### config.mk
export PLATFORM = sky130hd
export DESIGN_NAME = pscm_ctrl
export DESIGN_NICKNAME = d
export VERILOG_FILES = /design/src/rtl/pscm_pkg.sv /design/src/rtl/pscm_ctrl.sv
export SDC_FILE = /design/constraint.sdc
export NUM_CORES = 1
export LEC_CHECK = 0
export ABC_AREA = 0
export ABC_CLOCK_PERIOD_IN_PS = 1900
export BUFFER_PORTS_ARGS = -buffer_cell sky130_fd_sc_hd__buf_2
export CAP_MARGIN = 20
export CORE_MARGIN = 4
export CORE_UTILIZATION = 48
export DETAILED_ROUTE_END_ITERATION = 10
export PLACE_DENSITY = 0.77
export SLEW_MARGIN = 20
export SYNTH_ARGS = -nofsm -noshare
export SYNTH_HDL_FRONTEND = slang
export SYNTH_SLANG_ARGS = --single-unit
### constraint.sdc
create_clock -name clk -period 1.9 [get_ports clk]
set_input_delay 0.19 -clock clk [delete_from_list [all_inputs] [get_ports clk]]
set_output_delay 0.19 -clock clk [all_outputs]
set_load 0.02 [all_outputs]
### src/rtl/pscm_pkg.sv
// Shared constants, command/status types and controller states for the crossing marker.
package pscm_pkg;

	localparam int MAX_VERTICES = 64;
	localparam int COORD_BITS   = 12;
	localparam int IDX_W        = 6;
	localparam int CNT_W        = $clog2(MAX_VERTICES + 1);

	localparam int DIFF_W = COORD_BITS + 1;
	localparam int PROD_W = 2 * DIFF_W;
	localparam int CROSS_W = PROD_W + 1;

	localparam int IN_DATA_W  = 24;
	localparam int OUT_DATA_W = 24;

	typedef enum logic [1:0] {
		ST_IDLE,
		ST_SWEEP,
		ST_DRAIN,
		ST_SUM
	} state_t;

	typedef struct packed {
		logic             store;
		logic             start;
		logic             issue;
		logic [IDX_W-1:0] rd_addr;
		logic             load_sum;
		logic             sum_full;
	} cmd_t;

	typedef struct packed {
		logic [CNT_W-1:0] count;
		logic             busy;
		logic             adv;
	} sts_t;

endpackage

### src/rtl/pscm_ctrl.sv
// Controller: input acceptance, segment sweep sequencing and summary issue.
module pscm_ctrl import pscm_pkg::*; (
	input  logic   clk,
	input  logic   arst_n,
	input  logic   s_tvalid,
	input  logic   click,
	output logic   s_tready,
	input  sts_t   sts,
	output cmd_t   cmd
);

	state_t           state_q, state_d;
	logic [IDX_W-1:0] j_q;
	logic             full_q;
	logic             acc;
	logic             full;
	logic             short_line;
	logic [IDX_W-1:0] j_last;

	assign full       = sts.count >= CNT_W'(MAX_VERTICES);
	assign short_line = sts.count < CNT_W'(3);
	assign acc        = s_tvalid && (state_q == ST_IDLE) && click;
	// after the store, count = k+1; last vertex read is k-2
	assign j_last     = IDX_W'(sts.count - CNT_W'(3));

	always_comb begin
		state_d = state_q;
		case (state_q)
			ST_IDLE: begin
				if (acc) begin
					if (full || short_line)
						state_d = ST_SUM;
					else
						state_d = ST_SWEEP;
				end
			end
			ST_SWEEP: begin
				if (sts.adv && (j_q == j_last))
					state_d = ST_DRAIN;
			end
			ST_DRAIN: begin
				if (!sts.busy)
					state_d = ST_SUM;
			end
			ST_SUM: begin
				if (sts.adv)
					state_d = ST_IDLE;
			end
			default: state_d = ST_IDLE;
		endcase
	end

	always_comb begin
		s_tready     = (state_q == ST_IDLE);
		cmd.store    = acc && !full;
		cmd.start    = acc && !full;
		cmd.issue    = (state_q == ST_SWEEP);
		cmd.rd_addr  = j_q;
		cmd.load_sum = (state_q == ST_SUM) && sts.adv;
		cmd.sum_full = full_q;
	end

	always_ff @(posedge clk or negedge arst_n) begin
		if (!arst_n) begin
			state_q <= ST_IDLE;
			j_q     <= '0;
			full_q  <= 1'b0;
		end else begin
			state_q <= state_d;
			if (state_q == ST_IDLE)
				j_q <= '0;
			else if (state_q == ST_SWEEP && sts.adv)
				j_q <= j_q + IDX_W'(1);
			if (acc)
				full_q <= full;
		end
	end

`ifndef SYNTHESIS
	a_idle_empty: assert property (@(posedge clk) disable iff (!arst_n)
		(state_q == ST_IDLE) |-> !sts.busy)
		else $error("pipeline busy while idle");
	a_sweep_len: assert property (@(posedge clk) disable iff (!arst_n)
		(state_q == ST_SWEEP) |-> (sts.count >= CNT_W'(4)))
		else $error("sweep with too few vertices");
`endif

endmodule

==> metrics.md <==
| Metric | Value |
|---|---|
| Outcome | complete, no violations |
| Die height | 46.5 um |
| Non-Filler Instances | 114 |
| I/O Pins | 25 |
| Core area | 1350 sq um |
| Yosys warnings | 0 |
| Share of post-route cells with drive strength above 1 | 36.4% |
| Final core occ | 65.8% |
| Asr flop ratio synth | 100% |
| Vias in the first global route | 597 |
| IO Port Bufs | 24 |
| Starting density of the core | 52.6% |
| Unrepaired setup endpoints after global routing | false |
| Post-route ant nets | 0 |
| Syn Std Cell Area | 711 sq um |
| Req. time, crit path | 2.05 ns |
| CP Class | flip-flop to flip-flop |
| EDFF count, synth | 0 |
| Delay-heaviest family, CP | flip-flops |
| Number of DRC markers in iteration 0 | 10 |
| Worst-Skew Late Latency | 0.27 ns |
| Net Count, Synth | 90 |
| Clock power frac | 15.5% |
| Internal power | 0.575 mW |
| ANT cells | 0 |
| Chip width | 46.5 um |
| Max transition margin | 77.7% |
| Max incr delay on CP | 0.41 ns |
| DR vias | 587 |
| Initial antenna violation count | 0 |
| Max Root-Sink Buffers | 2 |
| Sink Count | 9 |
| Setup TNS | 0 ns |
| Gate power share | 54.7% |
| Hold slack | 0.184 ns |
| Post-cts sizing count | 0 |
| Hold crit path type | primary input to flip-flop |
| Max Cap Viol | 0 |
| Worst Setup Start Kind | flip-flop |
| Final number of hold-violating endpoints | 0 |
| Crit path max fanout | 3 |
| Root Buffer | clkbuf_4 |
| Num CTS Buffers | 3 |
| DRC errors left | 0 |
| Critical Path Sink Type | flip-flop |
| Dpl hpwl | 1.25 mm |
| Register share of total power | 29.9% |
| Max Fclk | 0.587 GHz |
| Synth Register Bits | 9 |
| WL per Instance | 13.1 um |
| GRT Util Overall | 16.6% |
| Crit path arrival time | 1.86 ns |
| WL final | 1.49 mm |
| CP Buf/Inv Count | 1 |
| Setup Viol. Count Final | 0 |
| Final nets | 120 |
| Crit-path cells | inv_1 -> ha_1 -> nand3_1 -> a222oi_1 -> nand2_1 -> mux2_4 |
| First drt pass iteration count | 4 |
| CTS tree | yes |
| GRT overflow | 0 |
| Net Sw Power | 0.422 mW |
| Leak | 0.471 nW |
| Primary FF master, synth | dfrtp_1 |
| Tcrit/Tclk final | 89.6% |
| Worst Max-Slew Pin Slew | 0.335 ns |
| Cell variety after synth | 25 |
| Slowest cell on the critical path | dfrtp_1 |
| Largest net degree at the start of global routing | 11 |
| First-pass GRT wire length | 2.45 mm |
| Gp weighted congestion | 0.802 |
| Row cnt | 13 |
| Die area | 2160 sq um |
| Power Dens Cells | 1120 nW/um^2 |
| Clk_skew | 0.00274 ns |
| Inst Count DP | 109 |
| Min Tclk post-route | 1.70 ns |
| H-tree depth | 1 |
| Fill count | 112 |
| Net Sw Frac | 42.3% |
| Clk slew on worst S/H paths | 0.06 ns |
| Vias per inst | 5.15 |
| Max Slew Vio Count | 0 |
| Area Growth Syn to Fin | 25.0% |
| Mean Syn Cell Area | 10.2 sq um |
| Peak supply drop | 0.775 mV |
| Gate Count Post-Synth | 70 |
| Sequential-to-total area share from yosys stat | 31.7% |
## cells in the final DEF (no fill, tap or decap)
cell,count
a21oi_1,1
a2111oi_4,1
nor2_1,8
xor2_1,5
xnor2_1,8
clkbuf_4,3
o41ai_2,1
nor3_1,1
dlygate4sd3_1,1
or2_2,1
xor3_1,1
mux2_2,1
nor2b_1,1
nand3_1,1
clkbuf_1,1
buf_4,4
dfrtp_1,9
ha_1,7
o21ai_0,2
a222oi_1,1
and2_1,2
buf_2,24
inv_1,6
nand2_1,3
mux2i_1,2
mux2_4,1
nand4_1,3
## cells in the mapped netlist (all sizes together) (2+ instances only)
master,count,share of area [%]
mux2i,2,2.8
o21ai,2,1.4
dfrtp,9,32
and2,2,1.8
xnor2,8,9.9
nand2,3,1.6
nor2,8,4.2
xor2,5,6.2
buf,2,2.1
ha,7,12
nand4,3,2.6
inv,6,3.2
mux2,2,3.7
## path summary, 6_finish.rpt
check | to | start | depth (start not counted) | slack (ns)
max reg2reg | state_q[1] | state_q[0] | 6 | 0.20
min in group asynchronous | j_q[1] | arst_n | 2 | 0.30
min | full_q | sts[8] | 2 | 0.18
max in group asynchronous | state_q[1] | arst_n | 2 | 1.42
max | state_q[1] | state_q[0] | 6 | 0.20
min reg2reg | full_q | full_q | 1 | 0.51
## final cells by class
type	instances	area, sq um	area share (%)
repair buffers	29	160	18.0
multi-input cells	51	435	49.0
flip-flops and latches	9	225	25.4
inverters	6	22.5	2.54
clock buffers	4	26.3	2.96
well taps	15	18.8	2.11
## repair_timing
item | CTS | global route
endpoints found under the hold margin | 9 | 0
hold buffers | 1 | 0
setup buffers | 0 | 0
## registers in the layout, indices dropped and copies added, names as in the netlist
register,flops
j_q,6
full_q,1
state_q,2
## power groups by stage
stage	registers (mW)	logic (mW)	clock network (mW)
global route	0.309	0.613	0.169
finish	0.298	0.545	0.154
CTS	0.297	0.552	0.157
global placement	0.298	0.534	0
floorplan	0.308	0.402	0
detailed placement	0.301	0.548	0
## routing by layer
metal	vias to the layer above	GRT usage (%)	wire (um)
li1	290	-	-
met1	272	20.2	616
met2	21	26.1	732
met3	4	5.08	117
met4	0	8.52	27
met5	-	0	0
## cell families (layout without fill, tap and decap cells)
logic type | count (synthesis) | in the layout | synth area share [%]
XOR/XNOR | 14 | 14 | 19.4
adder cells (fa/ha/maj) | 7 | 7 | 12.3
buffers and inverters | 10 | 39 | 7.04
AO/OA/AOI/OAI | 6 | 6 | 9.68
multiplexers | 4 | 4 | 6.51
flip-flops | 9 | 9 | 31.7
AND/OR/NAND/NOR | 20 | 20 | 13.4
## metrics by stage
stage / total power [mW] / setup WS, ns / area (sq um)
2_1_floorplan: 0.709 / 0.0309 / 711
3_3_place_gp: 0.831 / 0.0712 / 852
3_5_place_dp: 0.849 / 0.0355 / 852
4_1_cts: 1.01 / 0.186 / 888
5_1_grt: 1.09 / 0.0714 / 888
6_report: 0.997 / 0.197 / 888
(Power assumes the default switching activity.)
